File: src/drr_pkg.sv
// Package for the 27-direction ranker: payload structs, internal entry types,
// widths and the lattice direction table. Depends on nothing.
package drr_pkg;

    localparam int FRAC_BITS = 14;
    localparam int NUM_DIRS  = 27;
    localparam int IDX_W     = 5;
    localparam int VEC_W     = 16;
    localparam int COMP_W    = 17;   // signed direction component
    localparam int DIFF_W    = 18;   // signed component difference
    localparam int ABS_W     = 17;   // magnitude of a difference
    localparam int SQ_W      = 2 * ABS_W;
    localparam int SUM_W     = SQ_W + 2;
    localparam int ROOT_W    = SUM_W / 2;
    localparam int RES_W     = SUM_W + 1;
    localparam int SCORE_W   = 18;   // emitted, saturated
    localparam int SCORE_EW  = ROOT_W + 2; // exact, signed
    localparam int CNT_W     = 5;

    // Q32 reciprocal roots rounded to FRAC_BITS fraction bits
    localparam longint unsigned INV_SQRT2_Q32 = 64'd3037000500;
    localparam longint unsigned INV_SQRT3_Q32 = 64'd2479700525;
    localparam longint unsigned MAG1 = 64'd1 << FRAC_BITS;
    localparam longint unsigned MAG2 =
        (INV_SQRT2_Q32 + (64'd1 << (31 - FRAC_BITS))) >> (32 - FRAC_BITS);
    localparam longint unsigned MAG3 =
        (INV_SQRT3_Q32 + (64'd1 << (31 - FRAC_BITS))) >> (32 - FRAC_BITS);

    localparam logic signed [SCORE_EW-1:0] SCORE_TWO =
        SCORE_EW'(longint'(2) << FRAC_BITS);
    localparam logic signed [SCORE_EW-1:0] SCORE_MAX = SCORE_EW'(131071);
    localparam logic signed [SCORE_EW-1:0] SCORE_MIN = -SCORE_EW'(131072);

    // sign codes of the direction table
    localparam logic [1:0] S_ZERO = 2'b00;
    localparam logic [1:0] S_POS  = 2'b01;
    localparam logic [1:0] S_NEG  = 2'b11;

    localparam logic [1:0] DIR_SGN [NUM_DIRS][3] = '{
        '{S_ZERO, S_ZERO, S_ZERO},
        '{S_NEG,  S_ZERO, S_ZERO}, '{S_ZERO, S_NEG,  S_ZERO}, '{S_ZERO, S_ZERO, S_NEG },
        '{S_ZERO, S_ZERO, S_POS }, '{S_ZERO, S_POS,  S_ZERO}, '{S_POS,  S_ZERO, S_ZERO},
        '{S_NEG,  S_NEG,  S_ZERO}, '{S_NEG,  S_ZERO, S_NEG }, '{S_NEG,  S_ZERO, S_POS },
        '{S_NEG,  S_POS,  S_ZERO}, '{S_ZERO, S_NEG,  S_NEG }, '{S_ZERO, S_NEG,  S_POS },
        '{S_ZERO, S_POS,  S_NEG }, '{S_ZERO, S_POS,  S_POS }, '{S_POS,  S_NEG,  S_ZERO},
        '{S_POS,  S_ZERO, S_NEG }, '{S_POS,  S_ZERO, S_POS }, '{S_POS,  S_POS,  S_ZERO},
        '{S_NEG,  S_NEG,  S_NEG }, '{S_NEG,  S_NEG,  S_POS }, '{S_NEG,  S_POS,  S_NEG },
        '{S_NEG,  S_POS,  S_POS }, '{S_POS,  S_NEG,  S_NEG }, '{S_POS,  S_NEG,  S_POS },
        '{S_POS,  S_POS,  S_NEG }, '{S_POS,  S_POS,  S_POS }
    };

    typedef struct packed {
        logic signed [VEC_W-1:0] vec_x;
        logic signed [VEC_W-1:0] vec_y;
        logic signed [VEC_W-1:0] vec_z;
    } t_in_req;

    typedef struct packed {
        logic signed [SCORE_W-1:0] score;
        logic [IDX_W-1:0]          dir_num;
        logic                      last;
    } t_out_req;

    // one ranked entry held by a sorter cell
    typedef struct packed {
        logic                       v;
        logic signed [SCORE_EW-1:0] score;
        logic [IDX_W-1:0]           idx;
    } t_entry;

    // sorter cell controls, common to the whole row
    typedef struct packed {
        logic ins;
        logic load;
        logic shift;
    } t_cell_ctl;

    // square-root pipeline word
    typedef struct packed {
        logic             v;
        logic [IDX_W-1:0] k;
        logic [RES_W-1:0] n;
        logic [RES_W-1:0] res;
    } t_sq;

    // signed component of direction k on one axis
    function automatic logic signed [COMP_W-1:0] dir_comp(input logic [IDX_W-1:0] k,
                                                          input int a);
        logic [1:0] sg;
        int nz;
        logic signed [COMP_W-1:0] mag;
        sg  = S_ZERO;
        nz  = 0;
        mag = '0;
        if (k < IDX_W'(NUM_DIRS)) begin
            sg = DIR_SGN[k][a];
            for (int j = 0; j < 3; j++) begin
                if (DIR_SGN[k][j] != S_ZERO) nz++;
            end
        end
        case (nz)
            1: mag = COMP_W'(MAG1);
            2: mag = COMP_W'(MAG2);
            3: mag = COMP_W'(MAG3);
            default: mag = '0;
        endcase
        case (sg)
            S_POS: return mag;
            S_NEG: return -mag;
            default: return '0;
        endcase
    endfunction

endpackage

File: src/drr_cell.sv
// One cell of the ranking row: an insertion-sort slot plus an output shift slot.
// Depends on drr_pkg.
module drr_cell (
    input  logic               i_clk,
    input  logic               i_rst_n,
    input  drr_pkg::t_cell_ctl i_ctl,
    input  drr_pkg::t_entry    i_new,
    input  drr_pkg::t_entry    i_left,
    input  logic               i_left_bef,
    input  drr_pkg::t_entry    i_right_out,
    output logic               o_bef,
    output drr_pkg::t_entry    o_held,
    output drr_pkg::t_entry    o_out
);
    import drr_pkg::*;

    t_entry r_held;
    t_entry n_held;
    t_entry r_out;
    t_entry n_out;
    logic   held_v;

    // a load empties the row for the next vector
    assign held_v = r_held.v && !i_ctl.load;
    // newer entries carry larger indexes, so ties go in front
    assign o_bef  = !held_v || (i_new.score >= r_held.score);

    always_comb begin
        n_held   = r_held;
        n_held.v = held_v;
        if (i_ctl.ins && o_bef) begin
            if (!i_left_bef) begin
                n_held   = i_new;
                n_held.v = 1'b1;
            end else begin
                n_held   = i_left;
                n_held.v = i_left.v && !i_ctl.load;
            end
        end
    end

    // output row: parallel load, then shift toward the head
    always_comb begin
        n_out = r_out;
        if (i_ctl.load) begin
            n_out = r_held;
        end else if (i_ctl.shift) begin
            n_out = i_right_out;
        end
    end

    always_ff @(posedge i_clk) begin
        if (!i_rst_n) begin
            r_held.v <= 1'b0;
        end else begin
            r_held.v <= n_held.v;
        end
        r_held.score <= n_held.score;
        r_held.idx   <= n_held.idx;
        r_out        <= n_out;
    end

    assign o_held = r_held;
    assign o_out  = r_out;

endmodule

File: config.mk
export PLATFORM = sky130hd
export DESIGN_NAME = drr_cell
export DESIGN_NICKNAME = d
export VERILOG_FILES = /design/src/drr_pkg.sv /design/src/drr_cell.sv
export SDC_FILE = /design/constraint.sdc
export NUM_CORES = 1
export LEC_CHECK = 0
export BUFFER_PORTS_ARGS = -buffer_cell sky130_fd_sc_hd__buf_4
export CAP_MARGIN = 20
export CORE_MARGIN = 2
export CORE_UTILIZATION = 46
export DETAILED_ROUTE_END_ITERATION = 7
export GPL_ROUTABILITY_DRIVEN = 0
export PLACE_DENSITY = 0.81
export SYNTH_ARGS = -nofsm -noshare
export SYNTH_HDL_FRONTEND = slang
export SYNTH_SLANG_ARGS = --single-unit
File: constraint.sdc
create_clock -name i_clk -period 3.4 [get_ports i_clk]
set_clock_uncertainty 0.2 [all_clocks]
set_input_delay 0.34 -clock i_clk [delete_from_list [all_inputs] [get_ports i_clk]]
set_output_delay 0.34 -clock i_clk [all_outputs]
set_load 0.01 [all_outputs]
After elaboration in Yosys (flattened, before gate mapping)

Cells that the tools add are included.

ROM bits: 0
Memories kept: 0
Bits in latches: 0
Bits in registers: 52
Output and inout bits: 53
Word-level logic and storage cells: 18
Bits of input ports: 84
RAM bits: 0

Reduce and logical (&&, ||, !) cells: 7
Mux-type cells: 4
Equal/unequal tests: 0
Multiply operators: 0
Order comparisons: 1
Shift operators: 0
Divide/modulo/power cells: 0
$add $sub $neg: 0
Bitwise logic cells: 0

Operator list:

| kind                 | number |
|---|---|
| 2-to-1 mux 26 bit    | 4 |
| >= comparator 20 bit | 1 |
| logical AND 1 bit    | 3 |
| logical NOT 1 bit    | 2 |
| nonzero test 2 bit   | 1 |
| logical OR 1 bit     | 1 |

Longest topological paths before layout

Depth after elaboration: 6
Mapped depth: 8
Mapped depth without buffers: 8

Worst setup path before layout

No wires, ideal clock.

Kind: register -> register
Start: reg r_held, in the netlist o_held[24]
End: reg r_held, in the netlist o_held[0] (enable)
Setup slack: 278 ps
Stages on the path, launching flop included: 9
Arrival time: 2539 ps
Path buffers: 0
Clock period less this slack: 3122 ps
Data required time: 2816 ps
Library setup time: 384 ps
Cell sequence: edfxtp_1 inv_1 ha_1 nand4_1 nor4_2 nand4_1 nor4bb_2 mux2i_1 and2_1

Cells in the longest elaborated chain, start to end: 3

Ends and longest elaborated chain:

| what                 | line           | text |
|---|---|---|
| start, declared      | drr_cell.sv:17 | `t_entry r_held;` |
| >= comparator 20 bit | drr_cell.sv:26 | `assign o_bef = !held_v \|\| (i_new.score >= r_held.score);` |
| logical OR 1 bit     | drr_cell.sv:26 |  |
| via o_bef            | drr_cell.sv:11 | `output logic o_bef,` |
| logical AND 1 bit    | drr_cell.sv:31 | `if (i_ctl.ins && o_bef) begin` |

The timed path passes the listed nets, and every way through them passes these cells.
A chain may end at the register's enable or synchronous reset.

Final worst setup path

Start: reg r_held, in the netlist o_held[24]
End: out o_bef

Cells in the longest elaborated chain, start to end: 2

Ends and longest elaborated chain:

| what                 | line |
|---|---|
| >= comparator 20 bit | drr_cell.sv:26 |
| logical OR 1 bit     | drr_cell.sv:26 |
| end, declared        | drr_cell.sv:11 |

Every way passes these cells.

==> metrics <==
worst path buffer plus inverter count 2; Routed WL 6060 um; status complete, no violations; total power 1.55 mW; max-slew violation count 0; Critical Path Most Common Cell nand4_1; relative slew slack 0.553; vias in the first global route 1939; setup repair after global routing missed its margin false; Initial Util 0.468; CP delay by family, top simple AND/OR/NAND/NOR gates; clk sinks 52; Final setup viols 0; total setup buffers inserted after CTS 0; clk buf depth 2; critical path peak fanout 5; synth top area cells edfxtp_1, mux2_2, ha_1; critical path's slowest cell nor4_2; Post-synth top flop edfxtp_1; Synth top area share 0.563; crit share post-route 0.897; total clock buffers created by CTS 5; Worst Reg-to-Reg Cells 9; initial antenna violation count 0; Starting DRT DRC Count 69; last element of the critical path o_bef; CP Launch Point o_held[24]$_DFFE_PP_; Syn Nets 292; Placement Rows 28; CTS tree yes; Clock Tree Root clkbuf_8; total number of vias 1971; Max IR drop VDD 0.211 mV; Syn Inst Count 188; die area 6550 um^2; setup TNS 0 ns; Post-synth ARST share 0; CP Data Arrival Time 2.51 ns; Post-synth EDFFs 51; htree depth 2; Avg Vias per Cell 4.90; Critical R2R Launch o_held[24]$_DFFE_PP_; Final Hold Vio Count 0; Routed Antenna Nets 0; register area share after synthesis 0.570; Area Overhead vs Synth 44.5%; post-synth cell types 26; Antenna diodes 0; Syn Area/Cell 14.5 um^2; Die Wd 80.9 um; Post-synth top cells edfxtp_1, mux2_2, ha_1, inv_1, a21oi_1; drt first pass iters 4; clock slew at reported path FFs 0.09 ns; Power Density 394 nW/um^2; placed inst area 3820 um^2; R2R Path End o_held[11]$_DFFE_PP_; critical path startpoint category flop; Skew-Pair Late Insertion Delay 0.30 ns; Crit. End Element output pin; Nets 430; critical path class reg2out; CTS Hold Buffers Added 0; post-CTS resize count 0; Core Area 5820 um^2; CP cell instances inv_1, ha_1, nand4_1, nor4_2, nand4_1, nor4bb_2, mux2i_1, buf_4; Finished Cell Area 3930 um^2; top-count cell post-synth edfxtp_1; Worst Hold Class in2reg; IO Port Bufs 135; Die Ht 80.9 um; layout cells sized above 1 0.602; Levels on crit path 8; Max-Cap Viols 0; largest area contributor in the netlist edfxtp_1; gr usage total 0.187; FF+latch count, synth 52; I/O Pins 137; Slew @ Worst Pin 0.670 ns; Max Fclk 0.328 GHz; post-synthesis cell area 2720 um^2; Residual DRC 0; Leak 1.77 nW; min Tclk post-route 3.05 ns; post-DP HPWL 4640 um; first-pass GRT wire length 9170 um; largest net degree at the start of global routing 30; Worst EP required 2.86 ns; reg-to-reg setup timing slack 0.40 ns; Synthesis Warnings 0; crit-path max cell delay 0.40 ns; WL/cell 15.1 um; GRT overflow 0
-- kinds of logic after synthesis --
| group | after synthesis | synth area share |
|---|---|---|
| adder cells (fa/ha/maj) | 20 | 0.0920 |
| buffers and inverters | 26 | 0.0359 |
| AO/OA/AOI/OAI | 17 | 0.0386 |
| flip-flops | 52 | 0.570 |
| AND/OR/NAND/NOR | 22 | 0.0529 |
| multiplexers | 51 | 0.211 |
-- stage by stage --
| step | hold WS [ns] | setup slack [ns] | cells | utilization |
|---|---|---|---|---|
| floorplan | 0.259 | 0.278 | 188 | - |
| global placement | 0.362 | 0.425 | 394 | 0.657 |
| detailed placement | 0.367 | 0.354 | 394 | 0.657 |
| CTS | 0.0652 | 0.324 | 402 | 0.676 |
| global route | 0.0630 | 0.133 | 402 | 0.676 |
| finish | 0.0692 | 0.350 | 402 | 0.676 |
-- how the worst min path moves through the flow --
stage	depth (start not counted)	slack, ns	to	from
floorplan	2	0.26	o_held[25]$_SDFF_PN0_	i_rst_n
global placement	1	0.36	o_out[4]$_DFFE_PP_	o_held[4]$_DFFE_PP_
detailed placement	1	0.37	o_out[2]$_DFFE_PP_	o_held[2]$_DFFE_PP_
CTS	2	0.07	o_held[25]$_SDFF_PN0_	i_ctl[2]
global route	2	0.06	o_held[25]$_SDFF_PN0_	i_ctl[2]
finish	2	0.07	o_held[25]$_SDFF_PN0_	i_ctl[2]
-- final cells by class --
type                       instances  area [um^2]
clock buffer                       5         68.8
clock inverter                     3         42.5
fill                             461         1880
inverter                          20         75.1
multi-input combinational        110         1070
sequential                        52         1550
tap                               75         93.8
timing repair buffer             137         1030
-- registers in the layout, indices dropped and copies added (netlist names) --
signal,cells
o_out,26
o_held,26
-- where the power goes --
group / switching [mW] / internal, mW
clock network: 0.198 / 0.218
logic: 0.138 / 0.197
registers: 0.0245 / 0.772
-- per-layer routing --
layer / track usage / wire [um] / vias up / share of wire
li1: - / - / 980 / -
met1: 0.224 / 2460 / 916 / 0.41
met2: 0.337 / 3150 / 73 / 0.52
met3: 0.0511 / 430 / 2 / 0.071
met4: 0.0356 / 29 / 0 / 0.0048
met5: 0 / 0 / - / 0
-- cell usage in the layout, fill, tap and decap left out, types with 2 or more instances in the layout --
cell / count
mux2_2: 50
a21oi_1: 7
ha_1: 20
and2_1: 2
inv_1: 20
edfxtp_1: 51
buf_4: 137
clkbuf_8: 5
nand4_1: 5
a21o_1: 3
nand2b_1: 3
nand3_1: 3
o21ai_0: 3
nand2_1: 3
(Power assumes the default switching activity.)
