### src/drr_pkg.sv
// Package for the 27-direction ranker: payload structs, internal entry types,
// widths and the lattice direction table. Depends on nothing.
package drr_pkg;

    localparam int FRAC_BITS = 14;
    localparam int NUM_DIRS  = 27;
    localparam int IDX_W     = 5;
    localparam int VEC_W     = 16;
    localparam int COMP_W    = 17;   // signed direction component
    localparam int DIFF_W    = 18;   // signed component difference
    localparam int ABS_W     = 17;   // magnitude of a difference
    localparam int SQ_W      = 2 * ABS_W;
    localparam int SUM_W     = SQ_W + 2;
    localparam int ROOT_W    = SUM_W / 2;
    localparam int RES_W     = SUM_W + 1;
    localparam int SCORE_W   = 18;   // emitted, saturated
    localparam int SCORE_EW  = ROOT_W + 2; // exact, signed
    localparam int CNT_W     = 5;

    // Q32 reciprocal roots rounded to FRAC_BITS fraction bits
    localparam longint unsigned INV_SQRT2_Q32 = 64'd3037000500;
    localparam longint unsigned INV_SQRT3_Q32 = 64'd2479700525;
    localparam longint unsigned MAG1 = 64'd1 << FRAC_BITS;
    localparam longint unsigned MAG2 =
        (INV_SQRT2_Q32 + (64'd1 << (31 - FRAC_BITS))) >> (32 - FRAC_BITS);
    localparam longint unsigned MAG3 =
        (INV_SQRT3_Q32 + (64'd1 << (31 - FRAC_BITS))) >> (32 - FRAC_BITS);

    localparam logic signed [SCORE_EW-1:0] SCORE_TWO =
        SCORE_EW'(longint'(2) << FRAC_BITS);
    localparam logic signed [SCORE_EW-1:0] SCORE_MAX = SCORE_EW'(131071);
    localparam logic signed [SCORE_EW-1:0] SCORE_MIN = -SCORE_EW'(131072);

    // sign codes of the direction table
    localparam logic [1:0] S_ZERO = 2'b00;
    localparam logic [1:0] S_POS  = 2'b01;
    localparam logic [1:0] S_NEG  = 2'b11;

    localparam logic [1:0] DIR_SGN [NUM_DIRS][3] = '{
        '{S_ZERO, S_ZERO, S_ZERO},
        '{S_NEG,  S_ZERO, S_ZERO}, '{S_ZERO, S_NEG,  S_ZERO}, '{S_ZERO, S_ZERO, S_NEG },
        '{S_ZERO, S_ZERO, S_POS }, '{S_ZERO, S_POS,  S_ZERO}, '{S_POS,  S_ZERO, S_ZERO},
        '{S_NEG,  S_NEG,  S_ZERO}, '{S_NEG,  S_ZERO, S_NEG }, '{S_NEG,  S_ZERO, S_POS },
        '{S_NEG,  S_POS,  S_ZERO}, '{S_ZERO, S_NEG,  S_NEG }, '{S_ZERO, S_NEG,  S_POS },
        '{S_ZERO, S_POS,  S_NEG }, '{S_ZERO, S_POS,  S_POS }, '{S_POS,  S_NEG,  S_ZERO},
        '{S_POS,  S_ZERO, S_NEG }, '{S_POS,  S_ZERO, S_POS }, '{S_POS,  S_POS,  S_ZERO},
        '{S_NEG,  S_NEG,  S_NEG }, '{S_NEG,  S_NEG,  S_POS }, '{S_NEG,  S_POS,  S_NEG },
        '{S_NEG,  S_POS,  S_POS }, '{S_POS,  S_NEG,  S_NEG }, '{S_POS,  S_NEG,  S_POS },
        '{S_POS,  S_POS,  S_NEG }, '{S_POS,  S_POS,  S_POS }
    };

    typedef struct packed {
        logic signed [VEC_W-1:0] vec_x;
        logic signed [VEC_W-1:0] vec_y;
        logic signed [VEC_W-1:0] vec_z;
    } t_in_req;

    typedef struct packed {
        logic signed [SCORE_W-1:0] score;
        logic [IDX_W-1:0]          dir_num;
        logic                      last;
    } t_out_req;

    // one ranked entry held by a sorter cell
    typedef struct packed {
        logic                       v;
        logic signed [SCORE_EW-1:0] score;
        logic [IDX_W-1:0]           idx;
    } t_entry;

    // sorter cell controls, common to the whole row
    typedef struct packed {
        logic ins;
        logic load;
        logic shift;
    } t_cell_ctl;

    // square-root pipeline word
    typedef struct packed {
        logic             v;
        logic [IDX_W-1:0] k;
        logic [RES_W-1:0] n;
        logic [RES_W-1:0] res;
    } t_sq;

    // signed component of direction k on one axis
    function automatic logic signed [COMP_W-1:0] dir_comp(input logic [IDX_W-1:0] k,
                                                          input int a);
        logic [1:0] sg;
        int nz;
        logic signed [COMP_W-1:0] mag;
        sg  = S_ZERO;
        nz  = 0;
        mag = '0;
        if (k < IDX_W'(NUM_DIRS)) begin
            sg = DIR_SGN[k][a];
            for (int j = 0; j < 3; j++) begin
                if (DIR_SGN[k][j] != S_ZERO) nz++;
            end
        end
        case (nz)
            1: mag = COMP_W'(MAG1);
            2: mag = COMP_W'(MAG2);
            3: mag = COMP_W'(MAG3);
            default: mag = '0;
        endcase
        case (sg)
            S_POS: return mag;
            S_NEG: return -mag;
            default: return '0;
        endcase
    endfunction

endpackage

### src/drr_sqrt_step.sv
// One registered step of the pipelined integer square root (one result bit).
// Depends on drr_pkg.
module drr_sqrt_step (
    input  logic                      i_clk,
    input  logic                      i_rst_n,
    input  logic                      i_adv,
    input  logic [drr_pkg::RES_W-1:0] i_bit,
    input  drr_pkg::t_sq              i_d,
    output drr_pkg::t_sq              o_d
);
    import drr_pkg::*;

    t_sq              r_d;
    t_sq              n_d;
    logic [RES_W-1:0] trial;

    // trial subtract, shift the partial root
    always_comb begin
        trial = i_d.res + i_bit;
        n_d   = i_d;
        if (i_d.n >= trial) begin
            n_d.n   = i_d.n - trial;
            n_d.res = (i_d.res >> 1) + i_bit;
        end else begin
            n_d.res = i_d.res >> 1;
        end
    end

    always_ff @(posedge i_clk) begin
        if (!i_rst_n) begin
            r_d.v <= 1'b0;
        end else if (i_adv) begin
            r_d.v <= i_d.v;
        end
        if (i_adv) begin
            r_d.k   <= n_d.k;
            r_d.n   <= n_d.n;
            r_d.res <= n_d.res;
        end
    end

    assign o_d = r_d;

endmodule

### config.mk
export PLATFORM = sky130hd
export DESIGN_NAME = drr_sqrt_step
export DESIGN_NICKNAME = d
export VERILOG_FILES = /design/src/drr_pkg.sv /design/src/drr_sqrt_step.sv
export SDC_FILE = /design/constraint.sdc
export NUM_CORES = 1
export LEC_CHECK = 0
export BUFFER_PORTS_ARGS = -buffer_cell sky130_fd_sc_hd__buf_2
export CORE_UTILIZATION = 60
export CTS_CLUSTER_SIZE = 30
export DETAILED_ROUTE_END_ITERATION = 10
export PLACE_DENSITY = 0.88
export RECOVER_POWER = 50
export SLEW_MARGIN = 20
export SYNTH_ARGS = -nofsm -noshare
export SYNTH_HDL_FRONTEND = slang
export SYNTH_SLANG_ARGS = --single-unit
### constraint.sdc
create_clock -name i_clk -period 11.55 [get_ports i_clk]
set_input_delay 2.31 -clock i_clk [delete_from_list [all_inputs] [get_ports i_clk]]
set_output_delay 2.31 -clock i_clk [all_outputs]
set_load 0.05 [all_outputs]
# After elaboration in Yosys (flattened, before gate mapping)
# Cells that the tools add are included.
# totals
ff_bits	80
latchBits	0
ramBits	0
mem_bits_ro	0
in_bits	120
output_inout_bits	80
elab_cells	11
mem_count	0
# classes
addsub	3
n_mul	0
div	0
n_lt_le_gt_ge	1
eq_ne	0
shift	0
muxes	2
bitwise	0
reduce_logical	0
# op_table
op	count
adder 36 x 37 -> 37 bit	1
adder 37 bit	1
greater-or-equal comparator 37 bit	1
2-to-1 mux 37 bit	1
subtractor 37 bit	1
2-to-1 mux 36 bit	1

# Logic depth before layout (Yosys ltp)
# Gate-level depths: netlist (run 1).
# logic_depth
depth_word	3
ltp_mapped	25
mapped_depth_nobuf	22

# Worst setup path after synthesis (run 1)
# No wires, ideal clock.
# synth_path
path_type	input to register
start	in i_bit[10] (netlist name)
end	reg r_d, in the netlist o_d[11] (data pin)
setup_ns	0.270
t_arrival_ns	6.297
required_ns	11.280
slack_ns	4.983
stages	21
path_buffers	2
path_cell_list	ha_1 -> and2_1 -> a2111oi_0 -> nor2b_1 -> a31oi_1 -> a31o_2 -> a31o_2 -> a221oi_1 -> xor2_1 -> ha_1 -> and2_0 -> a21oi_1 -> o21ai_0 -> a21o_1 -> o21ai_0 -> nand2_1 -> or3_4 -> buf_6 -> clkbuf_1 -> nor2_1 -> a21oi_1
# synth_rtl
item	line	text
from (decl)	drr_sqrt_step.sv:7	input logic [drr_pkg::RES_W-1:0] i_bit,
to (decl)	drr_sqrt_step.sv:13	t_sq r_d;

==> flow_summary.yaml, run 1 <==
pwr:
  finalPower_w: 0.00176
  peakVddDrop_uv: 97.8
  power_density_mw_per_mm2: 175
  power_leakage_nw: 4.52
hold_path:
  hp-class: "flop to flop"
setup_path:
  setup.worst_path.end_class: "flop"
  rr_startpoint: "o_d[79]$_SDFFE_PN0P_"
  critPathLaunch: "i_bit[10]"
  cp_max_fo: 84
  cp-start-kind: "input pin"
  endpoint: "o_d[28]$_DFFE_PP_"
  ff2ff_path_depth: 2
  critPathKind: "input pin to flop"
  r2r_setup_slack_ns: 10.86
  worstPathRequired_ns: 11.65
  worst_ep_arrival_time_ns: 7.41
  reg2reg_to: "o_d[79]$_SDFFE_PN0P_"
placement:
  place_area_mm2: 0.00979
  gp_congestion: 0.973
  dpl.hpwl_mm: 18.4
  portBuffers: 199
clocking:
  htree_num_levels: 3
  ctsResizeCount: 0
  ctsHoldBuffers: 0
  numCtsBuffers: 9
  clock_latency_ns: 0.35
  cts_tree: "built"
  cts_setup_buffers: 0
  cts_buffer_depth: 2
  clk_transition_reported_paths_ns: 0.06
  clock-root-buffer: "clkbuf_16"
  cts.sinks: 80
sta:
  setup-tns-final_ns: 0
  rsz0062_at_grt: "no"
  fmax_mhz: 137
  maxSlewViolCount: 81
  holdWs_ns: 0.530
  worstMarginPinSlew_ns: 4.53
  fin_crit_sh_pct: 63.2
  fin_crit_ns: 7.30
  finalSetupViolCount: 0
  relSlewSlack_pct: -202
  finalHoldViolCount: 0
  finalClockSkew_ns: 0
grt:
  grt_pass1_vias: 7824
  antenna_found_initial: 0
  grt_start_max_net_pins: 85
  grt_pass1_wl_mm: 37.6
  grt_overflow: 0
  grt_usage_pct: 32.2
die:
  fp.dieW_um: 122
  std_cell_rows: 43
  fp.dieH_um: 122
  core_mm2: 0.0140
  die-area_mm2: 0.0149
  start_util_pct: 61.9
  ioPinCount: 200
flow_run:
  maxCapViolations: 1
layout:
  regArea_mm2: 0.00239
  drive_above_1_share_pct: 16.0
  largest_reg_flops: 80
  antenna_cells: 0
  n_fill_cell: 1122
  finalNetCount: 1429
  fin_area_mm2: 0.0101
  area_growth_syn_to_layout_pct: 16.8
  multiInputGateArea_mm2: 0.00605
status:
  violations: "max-capacitance violations, max-slew violations"
  status: "complete, but fails checks"
logic_synthesis:
  synth-edff-count: 79
  synth.yosys.seq_area_share_pct: 27.6
  ys_types: 60
  ys_seq_elements: 80
  ys_async_sr_fraction_pct: 0
  syn_nets: 1239
  synthFlopType: "edfxtp_1"
  synth_area_mm2: 0.00865
  syn_inst: 1007
  ys_warn_count: 0
  avgSynthCellArea_um2: 8.59
routing:
  ant_nets: 0
  drc_errors: 0
  drt_iter0_drc: 883
  wirelength_mm: 24.0
  routedWlPerCell_um: 17.4
  firstDrtPassIters: 8
  vias: 8709
  avgViaCountPerCell: 6.30
-- layout make-up --
cell class	instances	share of cell area, %
multi-input combinational	873	59.9
sequential	80	23.7
timing repair buffer	201	9.63
clock buffer	10	2.27
tap	180	2.23
inverter	32	1.19
clock inverter	6	1.15
-- cell families after synthesis --
family / Yosys count / synth area share, %
adder cells (fa/ha/maj): 112 / 16.5
AND/OR/NAND/NOR: 294 / 16.6
AO/OA/AOI/OAI: 370 / 27.0
flip-flops: 80 / 27.6
XOR/XNOR: 96 / 9.72
buffers and inverters: 54 / 2.52
multiplexers: 1 / 0.116
-- worst max-delay path, stage by stage --
cell and delay (ns):
buf_2 0.12, ha_1 0.33, and2_1 0.20, a2111oi_0 0.46, nor2b_1 0.21, a31oi_1 0.13
a31o_2 0.28, a31o_2 0.28, a221oi_1 0.31, xor2_1 0.11, ha_1 0.34, and2_0 0.28
nand3_1 0.17, nor3_1 0.36, and3_1 0.20, o211a_1 0.21, or3_4 0.71, and4_1 0.32
nor3_1 0.06
-- how the worst min path moves through the flow --
stage	from	endpoint	slack, ns	depth (start not counted)
floorplan	o_d[79]$_SDFFE_PN0P_	o_d[79]$_SDFFE_PN0P_	0.74	2
global placement	o_d[79]$_SDFFE_PN0P_	o_d[79]$_SDFFE_PN0P_	0.49	2
detailed placement	o_d[79]$_SDFFE_PN0P_	o_d[79]$_SDFFE_PN0P_	0.53	2
CTS	o_d[79]$_SDFFE_PN0P_	o_d[79]$_SDFFE_PN0P_	0.54	2
global route	o_d[79]$_SDFFE_PN0P_	o_d[79]$_SDFFE_PN0P_	0.55	2
finish	o_d[79]$_SDFFE_PN0P_	o_d[79]$_SDFFE_PN0P_	0.53	2
-- per-layer routing --
metal  up-vias  wire length, um  GRT usage, %
met3        61             2250          4.63
met5         -                0             0
met2       497            10500          50.7
met4         0              672          12.4
li1       4189                -             -
met1      3962            10600          44.4
-- cell usage in the layout (no fill, tap or decap), types with 4 or more instances in the layout --
| master | n |
|---|---|
| buf_2 | 163 |
| a21oi_1 | 125 |
| ha_1 | 109 |
| nand2_1 | 85 |
| nor2_1 | 80 |
| edfxtp_1 | 79 |
| o21ai_0 | 75 |
| xnor2_1 | 48 |
| xor2_1 | 48 |
| a21o_1 | 43 |
| clkbuf_1 | 37 |
| inv_1 | 32 |
| o21bai_1 | 20 |
| nand2b_1 | 19 |
| and3_1 | 18 |
| nand4_1 | 16 |
| o21a_1 | 14 |
| nand3_1 | 14 |
| a31oi_1 | 14 |
| nor2b_1 | 13 |
| a211oi_1 | 13 |
| nor3_1 | 13 |
| and2_1 | 11 |
| o31ai_1 | 9 |
| clkbuf_16 | 9 |
| o211ai_1 | 8 |
| nor4_1 | 6 |
| o2111ai_1 | 5 |
| a31o_2 | 5 |
| nor3b_1 | 5 |
| a221o_1 | 5 |
| and4_1 | 5 |
| a2111oi_0 | 4 |
| a221oi_1 | 4 |
| a311o_1 | 4 |
| a21boi_0 | 4 |
-- stage by stage --
step,setup WS [ns],instances,utilization (%)
floorplan,4.98,1007,-
CTS,4.05,1381,72.5
detailed placement,3.70,1365,70.0
global route,3.78,1382,72.2
finish,4.25,1382,72.2
global placement,3.87,1365,70.0
-- synthesized netlist by cell type, types with 6 or more instances --
library cell / number / area share, %
nand2b_1: 19 / 1.4
inv_1: 32 / 1.4
nor2_1: 80 / 3.5
ha_1: 109 / 16
nor2b_1: 13 / 0.94
a21o_1: 43 / 3.7
xnor2_1: 48 / 4.9
a211oi_1: 13 / 1.1
o31ai_1: 9 / 0.78
nor4_1: 6 / 0.43
o21a_1: 14 / 1.2
o211ai_1: 8 / 0.69
a31oi_1: 14 / 1.0
nand3_1: 14 / 0.81
and3_1: 18 / 1.3
nor3_1: 13 / 0.75
clkbuf_1: 15 / 0.65
xor2_1: 48 / 4.9
a21oi_1: 125 / 7.2
and2_1: 11 / 0.80
edfxtp_1: 79 / 27
nand2_1: 85 / 3.7
o21ai_0: 75 / 4.3
nand4_1: 16 / 1.2
buf_2: 6 / 0.35
o21bai_1: 20 / 1.7
-- power by group --
group          switching, W  leakage, nW  total (W)  internal, W
registers         0.0000190        0.782   0.000437     0.000418
logic              0.000676         3.57   0.000985     0.000309
clock network      0.000129        0.167   0.000342     0.000213
Note: power is estimated with default switching activity, not from simulation.
==> run 2: changes to the inputs <==
Settings changed: CORE_UTILIZATION 60 to 56, PLACE_DENSITY 0.88 to 0.82.
Clock period 11.55 ns to 7.36 ns, I/O delays scaled along.
==> run 2 against run 1 <==
- combinational power rose by 55%
- final cell count rose by 0.80%
- sequential power rose by 57%
- first-iteration DRC count fell by 2.2%
- cell area fell by 0.14%
- critical endpoint is now o_d[55]$_DFFE_PP_
- the flow finishes with violations (design-rule violations, max-capacitance violations, max-slew violations)
- worst hold slack improved by 0.066 ns
- via count fell by 2.6%
==> flow_summary.yaml, run 2 (synthesis results as in run 1) <==
clocking:
  clk_transition_reported_paths_ns: 0.07
  cts_buffer_depth: 2
  clock-root-buffer: "clkbuf_16"
  numCtsBuffers: 9
  htree_num_levels: 3
  cts_setup_buffers: 0
  cts_tree: "built"
  clock_latency_ns: 0.35
  cts.sinks: 80
  ctsResizeCount: 0
  ctsHoldBuffers: 0
die:
  core_mm2: 0.0151
  die-area_mm2: 0.0160
  start_util_pct: 57.1
  fp.dieW_um: 126
  ioPinCount: 200
  std_cell_rows: 45
  fp.dieH_um: 126
layout:
  largest_reg_flops: 80
  drive_above_1_share_pct: 16.1
  n_fill_cell: 1262
  finalNetCount: 1431
  mostFrequentLayoutCells: "buf_2 (163), a21oi_1 (125), ha_1 (109), nand2_1 (85), nor2_1 (80)"
  area_growth_syn_to_layout_pct: 16.6
  finalNonFillerCells: 1393
  regArea_mm2: 0.00239
  layout_commonest_cell: "buf_2"
  multiInputGateArea_mm2: 0.00605
routing:
  ant_nets: 0
  firstDrtPassIters: 8
  wirelength_mm: 23.2
  routedWlPerCell_um: 16.7
  avgViaCountPerCell: 6.09
  vias: 8482
  drc_errors: 1
  drt_iter0_drc: 864
setup_path:
  worst_ep_arrival_time_ns: 6.39
  cp_max_fo: 46
  setup.worst_path.end_class: "flop"
  path_cells: "buf_2, ha_1, inv_1, fa_1, nor2b_1, o2111ai_1, nand4b_1, a31o_2, o21ai_0, o21ai_0, nor2_1, o21ai_0, xnor2_1, ha_1, nand4_1, nor4_1, nand3_1, a21boi_0, o21ai_0, nand2_1, or3_4, buf_12, a21oi_1"
  crit_slowest_cell: "ha_1"
  path_buf_inv: 3
  max_stage_delay_ns: 0.51
  critPathKind: "input pin to flop"
  crit_family: "simple AND/OR/NAND/NOR gates"
  crit_top_cell: "o21ai_0"
  worstPathRequired_ns: 7.45
  cp-start-kind: "input pin"
sta:
  fin_crit_sh_pct: 85.6
  worstMarginPinSlew_ns: 4.58
  rsz0062_at_grt: "no"
  setup-tns-final_ns: 0
  fmax_mhz: 159
  finalClockSkew_ns: 0
  finalHoldViolCount: 0
  holdWs_ns: 0.596
  finalSetupViolCount: 0
  maxSlewViolCount: 81
  relSlewSlack_pct: -206
  fin_crit_ns: 6.30
grt:
  grt_pass1_wl_mm: 37.4
  grt_overflow: 0
  grt_start_max_net_pins: 81
  antenna_found_initial: 1
  grt_usage_pct: 29.2
  grt_pass1_vias: 7652
hold_path:
  hp-class: "flop to flop"
pwr:
  power_density_mw_per_mm2: 266
  peakVddDrop_uv: 127
  pwr-share-seq_pct: 25.6
  p_sw_w: 0.00127
  finalPower_w: 0.00268
  power_leakage_nw: 4.50
  cell_internal_pwr_w: 0.00141
  switching_share_pct: 47.5
  clockPowerShare_pct: 17.2
  power_frac_comb_pct: 57.2
status:
  violations: "design-rule violations, max-capacitance violations, max-slew violations"
  status: "complete, but fails checks"
placement:
  gp_congestion: 0.938
  placedCellCount: 1376
  portBuffers: 199
  dpl.hpwl_mm: 18.4
flow_run:
  maxCapViolations: 1
-- run 2: final timing paths --
| check | from | endpoint | slack [ns] | cells after the start |
|---|---|---|---|---|
| setup / recovery | i_bit[0] | o_d[55]$_DFFE_PP_ | 1.06 | 23 |
| hold / removal | o_d[79]$_SDFFE_PN0P_ | o_d[79]$_SDFFE_PN0P_ | 0.60 | 2 |
| setup reg to reg | o_d[79]$_SDFFE_PN0P_ | o_d[79]$_SDFFE_PN0P_ | 6.59 | 2 |
| hold reg to reg | o_d[79]$_SDFFE_PN0P_ | o_d[79]$_SDFFE_PN0P_ | 0.60 | 2 |
-- run 2: stage by stage --
| stage | instance area [um2] | utilization [%] | setup WS, ns |
|---|---|---|---|
| after floorplan | 8650 | - | 1.63 |
| after global placement | 9840 | 65.0 | 0.849 |
| after detailed placement | 9840 | 65.0 | 0.812 |
| after CTS | 10100 | 66.9 | 1.16 |
| after global routing | 10100 | 66.6 | 0.566 |
| final | 10100 | 66.6 | 1.06 |
-- run 2: final cells by class --
| class | instances | share of cell area, % |
|---|---|---|
| well taps | 188 | 2.33 |
| clock inverters | 6 | 0.694 |
| inverters | 32 | 1.19 |
| multi-input cells | 873 | 59.9 |
| clock buffers | 10 | 2.27 |
| repair buffers | 203 | 9.84 |
| diodes | 1 | 0.0248 |
| flip-flops and latches | 80 | 23.7 |
-- run 2: tightest hold or removal path, cell delays in order (launching register included) --
cell     delay (ns)
dfxtp_1        0.35
mux2i_1        0.10
nor2b_1        0.12
-- run 2: power groups by stage --
stage / Combinational [W] / Clock [W] / Sequential, W
global route: 0.00167 / 0.000489 / 0.000694
finish: 0.00153 / 0.000462 / 0.000686
detailed placement: 0.00152 / 0 / 0.000690
floorplan: 0.000806 / 0 / 0.00106
global placement: 0.00150 / 0 / 0.000689
CTS: 0.00153 / 0.000470 / 0.000683
-- run 2: routing by layer --
layer	wire, um	global-route usage [%]	vias up
met5	0	0	-
met3	1730	3.88	48
met4	613	11.1	0
li1	-	-	4207
met2	9920	44.0	384
met1	11000	42.7	3843
